<file path="src/rtl/lssc_pkg.sv">
// shared types and constants for the log-scaled status colour mapper
package lssc_pkg;

  // field widths
  localparam int CNT_W     = 31;
  localparam int SCALE_W   = 24;
  localparam int IDX_W     = 8;
  localparam int K_W       = 5;
  localparam int FRAC_W    = 8;
  localparam int LOG_W     = K_W + FRAC_W;
  localparam int PROD_W    = LOG_W + SCALE_W;
  localparam int SQ_STAGES = FRAC_W;

  // reset value of the scale register, 1.0 in Q8.16
  localparam logic [SCALE_W-1:0] SCALE_RESET = 24'd65536;

  // queue between front and back
  localparam int FIFO_DEPTH = 4;
  localparam int FIFO_PTR_W = 2;
  localparam int FIFO_CNT_W = 3;

  // what the front decided about a pixel
  typedef enum logic [2:0] {
    KIND_ZERO,
    KIND_BOUNDARY,
    KIND_PEOPLE,
    KIND_INFECTED,
    KIND_TREATED,
    KIND_RECOVERED
  } kind_t;

  // one queue entry: the kind and the count that sets the shade
  typedef struct packed {
    kind_t            kind;
    logic [CNT_W-1:0] count;
  } entry_t;

  // log2 pipeline stage contents
  typedef struct packed {
    kind_t             kind;
    logic [K_W-1:0]    k;
    logic [CNT_W-1:0]  m;
    logic [FRAC_W-1:0] frac;
  } sq_t;

endpackage

</file>
<file path="src/rtl/lssc_fifo.sv">
// short queue that decouples the front from the log pipeline
module lssc_fifo (
  input  logic             clk,
  input  logic             rst,
  input  logic             push_valid,
  output logic             push_ready,
  input  lssc_pkg::entry_t push_data,
  output logic             pop_valid,
  input  logic             pop_ready,
  output lssc_pkg::entry_t pop_data
);

  lssc_pkg::entry_t                    mem [lssc_pkg::FIFO_DEPTH];
  logic [lssc_pkg::FIFO_PTR_W-1:0]     wr_ptr;
  logic [lssc_pkg::FIFO_PTR_W-1:0]     rd_ptr;
  logic [lssc_pkg::FIFO_CNT_W-1:0]     count;
  logic                                do_push;
  logic                                do_pop;

  assign push_ready = count != lssc_pkg::FIFO_CNT_W'(lssc_pkg::FIFO_DEPTH);
  assign pop_valid  = count != '0;
  assign pop_data   = mem[rd_ptr];
  assign do_push    = push_valid && push_ready;
  assign do_pop     = pop_valid && pop_ready;

  // pointers and fill count
  always_ff @(posedge clk) begin
    if (rst) begin
      wr_ptr <= '0;
      rd_ptr <= '0;
      count  <= '0;
    end else begin
      if (do_push) begin
        wr_ptr <= wr_ptr + 1'b1;
      end
      if (do_pop) begin
        rd_ptr <= rd_ptr + 1'b1;
      end
      if (do_push && !do_pop) begin
        count <= count + 1'b1;
      end else if (do_pop && !do_push) begin
        count <= count - 1'b1;
      end
    end
  end

  // storage
  always_ff @(posedge clk) begin
    if (do_push) begin
      mem[wr_ptr] <= push_data;
    end
  end

endmodule

</file>
<file path="config.mk">
export PLATFORM = sky130hd
export DESIGN_NAME = lssc_fifo
export DESIGN_NICKNAME = d
export VERILOG_FILES = /design/src/rtl/lssc_pkg.sv /design/src/rtl/lssc_fifo.sv
export SDC_FILE = /design/constraint.sdc
export NUM_CORES = 1
export LEC_CHECK = 0
export BUFFER_PORTS_ARGS = -buffer_cell sky130_fd_sc_hd__buf_4
export CAP_MARGIN = 20
export CORE_MARGIN = 5
export CORE_UTILIZATION = 47
export DETAILED_ROUTE_END_ITERATION = 6
export PLACE_DENSITY = 0.7
export SYNTH_ARGS = -nofsm -noshare
export SYNTH_HDL_FRONTEND = slang
export SYNTH_SLANG_ARGS = --single-unit
</file>
<file path="constraint.sdc">
create_clock -name clk -period 5.8 [get_ports clk]
set_input_delay 0.29 -clock clk [delete_from_list [all_inputs] [get_ports clk]]
set_output_delay 0.29 -clock clk [all_outputs]
set_load 0.05 [all_outputs]
</file>
* Yosys cells after proc, flatten, opt, wreduce, memory -nomap -nowiden
Memories as Yosys holds them, arrays and structs flattened. A register that Yosys moved wholly into a read port is not among the register bits.
Cells that the tools add are included.
** Word-level totals
- Bits in registers :: 7
- Latch bits :: 0
- Memory bits (writable) :: 136
- Memory bits (read-only) :: 0
- Bits of input ports :: 38
- Word-level logic and storage cells :: 23
- Memories kept :: 1
** Memories
- mem :: words 4, bits a word 34, read ports 1, clocked after Yosys merged registers in 1, wr ports 1, RTL line lssc_fifo.sv:13 : lssc_pkg::entry_t mem [lssc_pkg::FIFO_DEPTH];
** Operators by class
- $add $sub $neg :: 4
- Multipliers :: 0
- Div/mod/pow operators :: 0
- Magnitude comparators :: 0
- Eq/ne operators :: 1
- Shift operators :: 0
- Mux-type cells :: 6
- Bitwise operators :: 0
- Reductions and logical operators :: 8
** Operators with widths (count)
- 3-bit two-way mux :: 2
- 2-bit by 1-bit adder with 2-bit output (second input constant) :: 2
- 1-bit logical AND :: 4
- 2-bit two-way mux :: 2
- 3-bit by 1-bit adder with 3-bit output (second input constant) :: 1
- 3-bit inequality test (second input constant) :: 1
- 3-bit nonzero test :: 1
- 3-bit by 1-bit subtractor with 3-bit output (second input constant) :: 1
- 1-bit zero test :: 2
- 1-bit two-way mux :: 2
- 2-bit nonzero test :: 1

* Longest topological paths before layout
- Depth after elaboration :: 6
- Mapped depth :: 8
- Mapped depth without buffers :: 8

* Worst setup path before layout
Ideal clock, no wire load.
- Path kind :: register to register
- Start point :: reg count[0] (netlist name)
- End point :: mem mem[0][0] (netlist name), enable pin
- Arrival time :: 1637 ps
- Setup slack :: 3768 ps
- Cell stages (with the launch flop) :: 4
- Path through :: dfxtp_1 -> nor2_1 -> a21boi_2 -> and2_1
** Between the ends
- Word-level cells in the longest chain between the ends :: 4
** RTL lines
- start: declaration :: RTL line lssc_fifo.sv:16 : logic [lssc_pkg::FIFO_CNT_W-1:0] count;
- start signal: assignment :: RTL line lssc_fifo.sv:40 : count <= count + 1'b1;
- start signal: assignment :: RTL line lssc_fifo.sv:42 : count <= count - 1'b1;
- 3-bit inequality test :: RTL line lssc_fifo.sv:20 : assign push_ready = count != lssc_pkg::FIFO_CNT_W'(lssc_pkg::FIFO_DEPTH);
- 1-bit logical AND :: RTL line lssc_fifo.sv:23 : assign do_push = push_valid && push_ready;
- via do_push :: RTL line lssc_fifo.sv:17 : logic do_push;
- 1-bit two-way mux :: RTL line lssc_fifo.sv:49 : if (do_push) begin
- 1-bit two-way mux (not written as such) :: RTL line lssc_fifo.sv:50 : mem[wr_ptr] <= push_data;
- end: declaration :: RTL line lssc_fifo.sv:13
The timed path passes the listed nets, and every way through them passes these cells.

==> metrics <==
post-synthesis sequential area ratio=0.7867; Core Util, Final=0.5889; Switching Fraction=0.3239; peak supply drop=between 0.2 and 0.3 mV; clock root cell=clkbuf_16; flops & latches, synth=approximately 150; cell row count=39; Yosys Warn Count=0; via/cell ratio=approximately 5.3; I/O pins=74; Final Hold Fails=0; final hold slack=around 78 ps; DP HPWL=between 5000 and 6000 um; Worst Setup Path Type=reg2out; Hold Buf Count CTS=0; pwr/cell area=about 530 nW/um2; Global Route Usage Sum=0.1422; ANT cells=0; CTS tree=yes; final period utilization=0.4427; chip width=~120 um; ANT nets after route=0; Setup-failing EPs final=0; most frequent cells in the layout=edfxtp_1 (136), buf_4 (74), mux4_2 (30), clkbuf_16 (17), nor2_1 (8); WP data arrival=2280 ps; slew at the pin closest to its max-slew limit=between 900 and 1000 ps; number of fill cells in the layout=825; layout cells sized above 1=0.4427; crit path max fanout=29; DRT Wirelength=9201 um; clk_lat worst skew=approximately 400 ps; total die area=between 10000 and 15000 um2; Starting Density=0.4767; grt ovf=0; Port Buf Inserts=73; RSZ-0062 raised after global routing=no; Hold WC Path Type=in2reg; Initial DRC Count=151; Slew Limit Fails=0; slew margin rel.=0.3738; worst path required time=between 5000 and 6000 ps; Sw Pwr=~1.1 mW; Int Pwr=2.387 mW; Wirelength per Cell=between 15 and 20 um; max cap viols=0; post-synth net total=270; clock-pin slew on the worst setup and hold paths=around 60 ps; clock tree buffer depth=2; Syn Inst Count=226; vias in the first global route=2687; Clock Skew=slightly below 7 ps; setup_tns=0 ps; most frequent standard cell in the layout excluding fill and tap cells=edfxtp_1; cts repair resizes=0; Avg Cell Area, Syn=~24 um2; DP Area=between 6000 and 7000 um2; Tot Pwr=3.530 mW; final instance area=roughly 6700 um2; crit end category=primary output; largest net degree at the start of global routing=35; crit start category=register; Leak Pwr=between 2 and 2.5 nW; RePlAce Congestion=about 0.68; P&R area growth vs syn=23.52%; DRT Pass-1 Iters=4; total vias in the final route=approximately 2500; Syn Std Cell Area=5420 um2; clock share of power=0.321; fmax=between 0.3 and 0.4 GHz; post-CTS setup buffer count=0; H-Tree Depth=4; outcome=completed; Netlist cell types=24; fin nets=about 350; area of the core=11370 um2; post-layout minimum cycle time=around 2600 ps; CTS buffer count=17; post-detailed-route DRC marker count=0; Chip Height=approximately 120 um; antenna violations before repair=0; Comb pwr share=0.299; first-pass GRT wire length=approximately 15000 um; register share of total power=0.379; clk sinks=around 150
kinds of logic (layout without fill, tap and decap cells):
family,Yosys count,after routing,share of synthesized area
flops,145,145,0.7867
mux,37,37,0.1498
simple gates,17,17,0.01546
buf+inv,12,109,0.01939
fa+ha+maj,6,6,0.01524
compound gates,5,5,0.006924
xor+xnor,4,4,0.006463
metal layers:
layer  share of wire  GRT usage  wire, um
met1            0.43     0.1778      3911
met2            0.51     0.2302      4737
met3           0.047    0.04620       428
met4           0.013    0.05656       123
met5               0          0         0
Yosys cell counts (all sizes together):
cell    count  share of area
buf         7          0.016
xor2        4         0.0065
o311ai      1         0.0016
and2        4         0.0046
inv         3         0.0021
mux2        1         0.0021
a21boi      1         0.0021
or3         2         0.0023
ha          5          0.012
o31ai       1         0.0014
nor2        8         0.0055
a21oi       1        0.00092
mux4       34           0.14
nand2       1        0.00069
fa          1         0.0037
mux2i       2         0.0037
o21ai       1        0.00092
nand2b      2         0.0023
edfxtp    136           0.75
clkbuf      2         0.0014
dfxtp       9          0.033
final timing paths:
kind           startpoint           end  slack, ps  cells past startpoint
max              register  pop_data[30]       3230                      3
min          push_data[1]     mem[2][1]         80                      1
max reg2reg      count[0]      count[2]       3590                      8
min reg2reg     wr_ptr[1]     wr_ptr[1]        540                      2
critical path: stages (launching register included):
cell,delay [ps]
dfxtp_2,430
buf_4,540
mux4_1,660
buf_4,210
power by group through the flow:
stage / Clock (mW) / Combinational, mW / Sequential, mW
finish: 1.13 / 1.06 / 1.34
global route: 1.20 / 1.11 / 1.35
CTS: 1.15 / 1.07 / 1.34
detailed placement: 0 / 1.07 / 1.36
global placement: 0 / 1.07 / 1.36
floorplan: 0 / 0.850 / 1.32
sequential cells by signal, summed over array words and instances, names as in the netlist, named ones only:
register	count
mem	136
rd_ptr	2
count	3
wr_ptr	2
layout make-up:
class                           instances  area (um2)  area share
Clock buffer                           19       442.9     0.06616
Clock inverter                         13       183.9     0.02747
Inverter                                3       11.26    0.001682
Multi-Input combinational cell         69        1056      0.1577
Sequential cell                       145        4267      0.6373
Tap cell                              143       178.9     0.02672
Timing Repair Buffer                   74       555.5     0.08298
through the flow:
stage	setup slack, ps	instances
finish	3232	466
global route	3062	466
CTS	3164	466
detailed placement	3589	434
global placement	3626	434
floorplan	3768	226
Power figures use the tool's default switching activity.
