[config.mk]
export PLATFORM = sky130hd
export DESIGN_NAME = lssc_front
export DESIGN_NICKNAME = d
export VERILOG_FILES = /design/src/rtl/lssc_pkg.sv /design/src/rtl/lssc_front.sv
export SDC_FILE = /design/constraint.sdc
export NUM_CORES = 1
export LEC_CHECK = 0
export BUFFER_PORTS_ARGS = -buffer_cell sky130_fd_sc_hd__clkbuf_2
export CAP_MARGIN = 40
export CORE_MARGIN = 5
export CORE_UTILIZATION = 42
export CTS_CLUSTER_DIAMETER = 200
export DETAILED_ROUTE_END_ITERATION = 8
export PLACE_DENSITY = 0.89
export SYNTH_ARGS = -nofsm -noshare
export SYNTH_HDL_FRONTEND = slang
export SYNTH_SLANG_ARGS = --single-unit
[constraint.sdc]
create_clock -name clk -period 2.2 [get_ports clk]
set_input_delay 0.11 -clock clk [delete_from_list [all_inputs] [get_ports clk]]
set_output_delay 0.11 -clock clk [all_outputs]
set_load 0.01 [all_outputs]
[src/rtl/lssc_pkg.sv]
// shared types and constants for the log-scaled status colour mapper
package lssc_pkg;

  // field widths
  localparam int CNT_W     = 31;
  localparam int SCALE_W   = 24;
  localparam int IDX_W     = 8;
  localparam int K_W       = 5;
  localparam int FRAC_W    = 8;
  localparam int LOG_W     = K_W + FRAC_W;
  localparam int PROD_W    = LOG_W + SCALE_W;
  localparam int SQ_STAGES = FRAC_W;

  // reset value of the scale register, 1.0 in Q8.16
  localparam logic [SCALE_W-1:0] SCALE_RESET = 24'd65536;

  // queue between front and back
  localparam int FIFO_DEPTH = 4;
  localparam int FIFO_PTR_W = 2;
  localparam int FIFO_CNT_W = 3;

  // what the front decided about a pixel
  typedef enum logic [2:0] {
    KIND_ZERO,
    KIND_BOUNDARY,
    KIND_PEOPLE,
    KIND_INFECTED,
    KIND_TREATED,
    KIND_RECOVERED
  } kind_t;

  // one queue entry: the kind and the count that sets the shade
  typedef struct packed {
    kind_t            kind;
    logic [CNT_W-1:0] count;
  } entry_t;

  // log2 pipeline stage contents
  typedef struct packed {
    kind_t             kind;
    logic [K_W-1:0]    k;
    logic [CNT_W-1:0]  m;
    logic [FRAC_W-1:0] frac;
  } sq_t;

endpackage

[src/rtl/lssc_front.sv]
// front stage: accepts pixels and picks band and count by priority
module lssc_front (
  input  logic                                 clk,
  input  logic                                 rst,
  input  logic                                 in_valid,
  output logic                                 in_ready,
  input  logic                                 is_boundary,
  input  logic [lssc_pkg::CNT_W-1:0]           infected_count,
  input  logic [lssc_pkg::CNT_W-1:0]           treated_count,
  input  logic [lssc_pkg::CNT_W-1:0]           recovered_count,
  input  logic [lssc_pkg::CNT_W-1:0]           people_count,
  output logic                                 out_valid,
  input  logic                                 out_ready,
  output lssc_pkg::entry_t                     out_data
);

  lssc_pkg::entry_t cls;

  // priority classification
  always_comb begin
    cls.kind  = lssc_pkg::KIND_ZERO;
    cls.count = lssc_pkg::CNT_W'(1);
    if (is_boundary) begin
      cls.kind = lssc_pkg::KIND_BOUNDARY;
    end else if (infected_count != '0) begin
      cls.kind  = lssc_pkg::KIND_INFECTED;
      cls.count = infected_count;
    end else if (treated_count != '0) begin
      cls.kind  = lssc_pkg::KIND_TREATED;
      cls.count = treated_count;
    end else if (recovered_count != '0) begin
      cls.kind  = lssc_pkg::KIND_RECOVERED;
      cls.count = recovered_count;
    end else if (people_count != '0) begin
      cls.kind  = lssc_pkg::KIND_PEOPLE;
      cls.count = people_count;
    end
  end

  assign in_ready = !out_valid || out_ready;

  // output register
  always_ff @(posedge clk) begin
    if (rst) begin
      out_valid <= 1'b0;
    end else if (in_ready) begin
      out_valid <= in_valid;
    end
  end

  always_ff @(posedge clk) begin
    if (in_valid && in_ready) begin
      out_data <= cls;
    end
  end

endmodule

==> Word level (Yosys, flattened, before mapping) <==
Cells that the tools add are included.
{ "word_totals": {"regBits": 35, "latch_bits": 0, "ramBits": 0, "mem_bits_ro": 0, "in_bits": 129, "memories": 0} }
{ "classes": {"addsub": 0, "mul": 0, "n_div": 0, "order_cmp": 0, "eq_ne": 0, "shift": 0, "mux": 4, "n_bitwise": 0, "reduce_logical": 8} }
{ "ops": {"columns": ["op", "count"], "rows": [
  ["$reduce_bool A31 Y1", 4],
  ["$mux W34", 2],
  ["$mux W33", 2],
  ["$reduce_or A2 Y1", 1],
  ["$logic_and A1 B1 Y1", 1],
  ["$logic_not A1 Y1", 1],
  ["$logic_or A1 B1 Y1", 1]
]} }

==> Logic depth before layout (Yosys ltp) <==
Gate-level depths: netlist (run 1).
{ "logic_depth": {"ltp_word": 5, "ltp_mapped": 7} }

==> Least setup slack after synthesis (run 1) <==
No wires, ideal clock.
{ "synth_path": {"path_kind": "register -> register", "start": "register out_valid", "end": "register out_data[0] (netlist name) (enable)", "t_arrival_ns": 1.352, "path_slack_ns": 0.453, "path_stages_with_launch": 3, "period_less_slack_ns": 1.747, "path_cell_list": "dfxtp_1 > nand2b_1 > and2_1"} }
{ "synth_via": {"elab_chain_len": 3} }
{ "synth_lines": {"columns": ["item", "line", "rtl"], "rows": [
  ["start: declaration", "lssc_front.sv:12", "output logic out_valid,"],
  ["start signal: assignment", "lssc_front.sv:47", "out_valid <= in_valid;"],
  ["$logic_not A1 Y1", "lssc_front.sv:40", "assign in_ready = !out_valid || out_ready;"],
  ["$logic_or A1 B1 Y1", "lssc_front.sv:40", null],
  ["via in_ready", "lssc_front.sv:6", "output logic in_ready,"],
  ["$logic_and A1 B1 Y1", "lssc_front.sv:52", "if (in_valid && in_ready) begin"],
  ["end signal: assignment", "lssc_front.sv:53", "out_data <= cls;"],
  ["end: declaration", "lssc_front.sv:14", "output lssc_pkg::entry_t out_data"]
]} }
The timed path passes the listed nets, and every way through them passes these cells.
A chain may end at the register's enable or synchronous reset.

==> Worst setup path in the final report (run 1) <==
{ "layout_path": {"start": "input port infected_count[11] (netlist name)", "end": "register out_data[24] (netlist name), data pin"} }
{ "layout_via": {"elab_chain_len": 2} }
{ "layout_lines": {"columns": ["item", "line", "rtl"], "rows": [
  ["start: declaration", "lssc_front.sv:8", "input logic [lssc_pkg::CNT_W-1:0] infected_count,"],
  ["$reduce_bool A31 Y1", "lssc_front.sv:25", "end else if (infected_count != '0) begin"],
  ["$mux W33", "lssc_front.sv:25", null]
]} }
No other way between the ends.

==> impl_metrics.py, run 1 <==
metrics = {
    "run_status": {
        "status": "complete, no violations",
    },
    "place": {
        "dp.cells": 465,
        "gp_congestion": 1.034,
        "post_dp_cell_area_mm2": 0.003272,
        "io_buffers": 164,
        "hpwl_um": 7639,
    },
    "sta": {
        "setup-violations-final": 0,
        "relSlewSlack": 0.4326,
        "rsz0062_at_grt": "no",
        "fin_skew_ns": 0.004343,
        "period_share": 0.9086,
        "fin_tns_setup_ns": 0,
        "worst_slew_pin_slew_ns": 0.8512,
        "fmax_mhz": 500.3,
        "drv_slew": 0,
        "hold_violations": 0,
        "period_minus_slack_ns": 1.999,
    },
    "global_route": {
        "antenna_found_initial": 0,
        "grt_pass1_wl_um": 14870,
        "grt_overflow": 0,
        "grt_pass1_vias": 3050,
        "grt_max_degree": 46,
        "grt_usage": 0.2563,
    },
    "clock_tree": {
        "insertion_delay_ns": 0.28,
        "cts_root_buf": "clkbuf_8",
        "clock_path_buffers": 2,
        "cts.sinks": 35,
        "cts_made_buffers": 5,
        "cts.clk_slew.worst_paths_ns": 0.07,
        "cts_htree_levels": 2,
        "post_cts_resized": 0,
        "cts_tree": "yes",
    },
    "setup_path": {
        "crit_fanout": 22,
        "critPathKind": "primary input to flip-flop",
        "cp-end-kind": "flip-flop",
        "cp_data_required_time_ns": 2.20,
        "cp.arrival_ns": 2.00,
        "start_kind": "primary input",
    },
    "logic_synthesis": {
        "synthDistinctLibCells": 26,
        "synth_area_mm2": 0.002400,
        "synth-simple-area-share": 0.2623,
        "synth_cells": 246,
        "syn_nets": 375,
        "synth_xor_area_frac": 0,
        "ys_seq_area_frac": 0.4338,
        "yosysWarnings": 0,
        "synth_compound_area_frac": 0.2325,
        "synth_mux_area_frac": 0,
        "synthAdderAreaFrac": 0,
        "synth_top_family_by_area": "simple AND/OR/NAND/NOR gates",
        "synth-seq-cells": 35,
        "avgSynthCellArea_um2": 9.755,
    },
    "drt": {
        "ant_nets": 0,
        "drtIter0Drc": 312,
        "post-route-drc-count": 0,
        "wl_per_cell_um": 20.64,
        "num_vias": 3064,
        "via_per_inst": 6.464,
        "drt-total-wl_um": 9783,
        "drt-pass1-iter-count": 5,
    },
    "min_path": {
        "hold_path_class": "primary input to flip-flop",
    },
    "cells_and_area": {
        "fin_cells": 474,
        "num-nets-final": 530,
        "fin_area_mm2": 0.003362,
        "antenna_cells": 0,
        "areaGrowthSynthToFinish_pct": 40.09,
        "final_common_cell": "clkbuf_2",
        "drive_gt1_frac": 0.4751,
        "post-route-util": 0.6068,
        "final_cell_mix": "clkbuf_2 (164), nand4_1 (36), edfxtp_1 (34), nor2_1 (31), a311oi_1 (30)",
    },
    "power": {
        "p_leak_nw": 1.293,
        "power_density_mw_per_mm2": 463.2,
        "ir_drop_v": 0.0002643,
    },
    "flow_run": {
        "cap_violations": 0,
    },
    "floorplanning": {
        "die_area_mm2": 0.007326,
        "num_rows": 27,
        "core_area_mm2": 0.005540,
        "dieHeight_um": 85.59,
        "pin_count": 165,
        "start_util": 0.4332,
        "die_w_um": 85.59,
    },
}
## sequential cells by signal (all words and copies together) (netlist names)
register,count
out_valid,1
out_data,34
## power breakdown
part           internal (mW)  switching [mW]  total, mW
Sequential             0.780          0.0120      0.792
Combinational          0.141           0.169      0.310
Clock                  0.216           0.239      0.456
Total                   1.14           0.420       1.56
## worst paths after layout
kind | startpoint | endpoint | slack, ns | cells after the start
max | infected_count[11] | out_data[24] | 0.20 | 7
min | in_valid | out_valid | 0.05 | 3
max reg2reg | out_valid | out_data[9] | 0.88 | 3
min reg2reg | out_valid | out_valid | 0.53 | 2
## cell families (layout without fill, tap and decap cells)
| group | count (synthesis) | in the layout |
|---|---|---|
| DFF | 35 | 35 |
| AOI/OAI and AO/OA | 66 | 66 |
| buffers and inverters | 30 | 186 |
| and+or+nand+nor | 115 | 115 |
## cell usage after synthesis (all sizes together)
library cell | n | share of area
a211o | 1 | 0.0037
edfxtp | 34 | 0.43
a211oi | 31 | 0.11
inv | 1 | 0.0016
nand2 | 4 | 0.0063
dfxtp | 1 | 0.0083
or2 | 3 | 0.0078
buf | 15 | 0.048
nand2b | 1 | 0.0026
nor2 | 33 | 0.052
and2 | 1 | 0.0026
o211ai | 1 | 0.0031
nand3 | 2 | 0.0042
a311oi | 30 | 0.11
nand4 | 36 | 0.094
nor3 | 6 | 0.013
nor4 | 29 | 0.081
a31oi | 1 | 0.0026
a21oi | 2 | 0.0042
clkbuf | 14 | 0.022
## through the flow
step / hold slack (ns) / total power [mW] / setup WS (ns)
2_1_floorplan: 0.1791 / 0.8978 / 0.4534
3_3_place_gp: 0.2699 / 1.104 / -0.06063
3_5_place_dp: 0.2750 / 1.111 / -0.01677
4_1_cts: 0.04207 / 1.563 / 0.2742
5_1_grt: 0.05609 / 1.617 / 0.1631
6_report: 0.04599 / 1.557 / 0.2012
## layer usage
metal,global-route usage,up-vias,share of wire
li1,-,1360,-
met1,0.3182,1439,0.37
met3,0.07012,22,0.12
met2,0.4407,243,0.49
met5,0,-,0
met4,0.06331,0,0.017
## final cells by class
type,count,area [um^2]
clock inverters,2,7.507
clock buffers,6,72.57
fillers,491,2178
well taps,72,90.09
inverters,1,3.754
flip-flops and latches,35,1041
repair buffers,177,945.9
multi-input cells,181,1201
## critical path, cell delays in order
cell and delay, ns:
clkbuf_2 0.09, nor4_1 0.45, nand4_1 0.27, or2_1 0.30
buf_4 0.22, a311oi_1 0.44, a211oi_2 0.13
## repair_timing
action / 4_1_cts / 5_1_grt
buffers inserted: 0 / 0
hold endpoints to repair: 1 / 0
setup endpoints to repair: 0 / 0
hold buffers: 1 / 0
(Power assumes the default switching activity.)
==> run 2, diff against run 1 <==
--- a/config.mk
+++ b/config.mk
@@ -12,6 +12,7 @@
 export CTS_CLUSTER_DIAMETER = 200
 export DETAILED_ROUTE_END_ITERATION = 8
 export PLACE_DENSITY = 0.89
+export SKIP_LAST_GASP = 1
 export SYNTH_ARGS = -nofsm -noshare
 export SYNTH_HDL_FRONTEND = slang
 export SYNTH_SLANG_ARGS = --single-unit
==> constraint.sdc (replaced) <==
create_clock -name clk -period 2.2 [get_ports clk]
set_input_delay 0.11 -clock clk [delete_from_list [all_inputs] [get_ports clk]]
set_output_delay 0.11 -clock clk [all_outputs]
set_load 0.1 [all_outputs]
==> run 2 against run 1 <==
Compared with the run above: critical path type unchanged; non-clock buffer count rose by 1; clock power is 15% higher; hold slack got worse by 0.0021 ns; final cell count is 0.21% higher; largest power group unchanged; worst setup slack better by 0.081 ns; clock skew is 0.0035 ns higher; first-iteration DRC count down 21%; count of clock-buffer cells in the layout rose by 2; flip-flop and latch count unchanged.
==> impl_metrics.py, run 2 (synthesis gave the netlist of run 1 again) <==
metrics = {
    "run_status": {
        "status": "complete, no violations",
    },
    "sta": {
        "rsz0062_at_grt": "no",
        "fmax_mhz": 521.5,
        "setup_ws_ns": 0.2826,
        "period_minus_slack_ns": 1.917,
        "worst_slew_pin_slew_ns": 0.8328,
        "drv_slew": 0,
        "whs_ns": 0.04387,
        "period_share": 0.8715,
        "setup-violations-final": 0,
        "relSlewSlack": 0.4448,
        "fin_skew_ns": 0.007822,
        "hold_violations": 0,
    },
    "place": {
        "dp.cells": 466,
        "gp_congestion": 0.9987,
        "pre_cts_slack_ns": 0.02526,
        "io_buffers": 164,
        "hpwl_um": 7752,
    },
    "min_path": {
        "hold_path_class": "primary input to flip-flop",
        "min_delay_path_depth": 3,
        "hold_end": "out_valid",
        "hp-start": "in_valid",
    },
    "drt": {
        "via_per_inst": 6.533,
        "drt-total-wl_um": 9772,
        "post-route-drc-count": 0,
        "wl_per_cell_um": 20.57,
        "drtIter0Drc": 245,
        "num_vias": 3103,
        "ant_nets": 0,
        "drt-pass1-iter-count": 5,
    },
    "cells_and_area": {
        "final_common_cell": "clkbuf_2",
        "num-nets-final": 531,
        "antenna_cells": 0,
        "largest_register_ffs": 34,
        "largest-register": "out_data",
        "drive_gt1_frac": 0.4888,
        "top_regs": "out_data (34), out_valid (1)",
        "fin_cells": 475,
        "areaGrowthSynthToFinish_pct": 42.49,
        "final_cell_mix": "clkbuf_2 (164), nand4_1 (36), edfxtp_1 (34), nor2_1 (31), a311oi_1 (30)",
    },
    "setup_path": {
        "r2r_slack_ns": 1.11,
        "cp.arrival_ns": 1.91,
        "critPathSlowestCell": "nor4_1",
        "crit_fanout": 32,
        "cp-end-kind": "flip-flop",
        "critPathMaxStageDelay_ns": 0.43,
        "critPathKind": "primary input to flip-flop",
        "cp_cell_sequence": "clkbuf_2 -> nor4_1 -> nand4_1 -> or2_1 -> buf_12 -> a311oi_1 -> a211oi_2",
        "cp_data_required_time_ns": 2.20,
        "r2r-start": "out_valid",
        "start_kind": "primary input",
        "r2r-end": "out_data[8]",
        "reg2reg_depth": 3,
    },
    "power": {
        "total_power_mw": 1.909,
        "p_leak_nw": 1.322,
        "intPower_mw": 1.210,
        "pwr-share-clk": 0.274,
        "switchingPower_mw": 0.6993,
        "comb_power_share": 0.311,
        "ir_drop_v": 0.0002858,
        "p_sw_frac": 0.3662,
        "power_density_mw_per_mm2": 558.4,
        "seqPwrFrac": 0.415,
    },
    "floorplanning": {
        "pin_count": 165,
        "num_rows": 27,
        "die_area_mm2": 0.007326,
        "dieHeight_um": 85.59,
        "die_w_um": 85.59,
        "core_area_mm2": 0.005540,
        "start_util": 0.4332,
    },
    "clock_tree": {
        "cts_tree": "yes",
        "cts.sinks": 35,
        "cts_root_buf": "clkbuf_8",
        "cts_made_buffers": 5,
        "clock_path_buffers": 2,
        "cts.clk_slew.worst_paths_ns": 0.07,
        "insertion_delay_ns": 0.28,
        "post_cts_buffers": 0,
        "cts_htree_levels": 2,
    },
    "global_route": {
        "met2_usage": 0.4266,
        "grt_max_degree": 45,
        "use_met3": 0.08069,
        "grt-busiest-layer": "met2",
        "grt_overflow": 0,
        "groute.layer.met1.usage": 0.2988,
        "grt_usage": 0.2532,
        "antenna_found_initial": 0,
        "grt_pass1_wl_um": 14590,
        "grt_pass1_vias": 2977,
    },
    "flow_run": {
        "cap_violations": 0,
    },
}
## run 2: power groups by stage
stage                     registers, mW  logic, mW  clock network (mW)
after global placement            0.806      0.580                   0
final                             0.793      0.593               0.524
after floorplan                    1.10     0.0751                   0
after global routing              0.796      0.615               0.551
after detailed placement          0.808      0.586                   0
after CTS                         0.793      0.589               0.523
## run 2: repair_timing
| action | in CTS | in global routing |
|---|---|---|
| gates resized for setup | 0 | 0 |
| endpoints found under the hold margin | 1 | 0 |
| hold buffers | 1 | 0 |
## run 2: layout make-up
type	instances	area, um^2
clock buffer	8	100.1
multi-input combinational	181	1205
sequential	35	1042
fill	497	2121
tap	72	90.09
timing repair buffer	178	978.4
inverter	1	3.754
## run 2: critical path, delay by kind of cell
kind	cells	cell delay [ns]
buffers and inverters	2	0.27
AOI/OAI and AO/OA	2	0.51
and+or+nand+nor	3	1.02
## run 2: worst max-delay path by stage
stage                       start  cells past startpoint            to
3_5_place_dp   recovered_count[7]                      7  out_data[27]
5_1_grt        recovered_count[7]                      7  out_data[27]
2_1_floorplan           out_valid                      2   out_data[0]
6_report       infected_count[11]                      7  out_data[27]
4_1_cts        recovered_count[7]                      7  out_data[27]
3_3_place_gp   recovered_count[7]                      7  out_data[15]
## run 2: layer usage
layer | routed length, um | share of wire
met1 | 3452 | 0.35
met2 | 4544 | 0.47
met3 | 1354 | 0.14
met4 | 420 | 0.043
met5 | 0 | 0
## run 2: through the flow
stage | cell area (um^2) | setup TNS [ns] | util
2_1_floorplan | 2405 | 0 | -
3_3_place_gp | 3309 | -0.04700 | 0.5973
3_5_place_dp | 3309 | 0 | 0.5973
4_1_cts | 3420 | 0 | 0.6172
5_1_grt | 3420 | 0 | 0.6172
6_report | 3420 | 0 | 0.6172
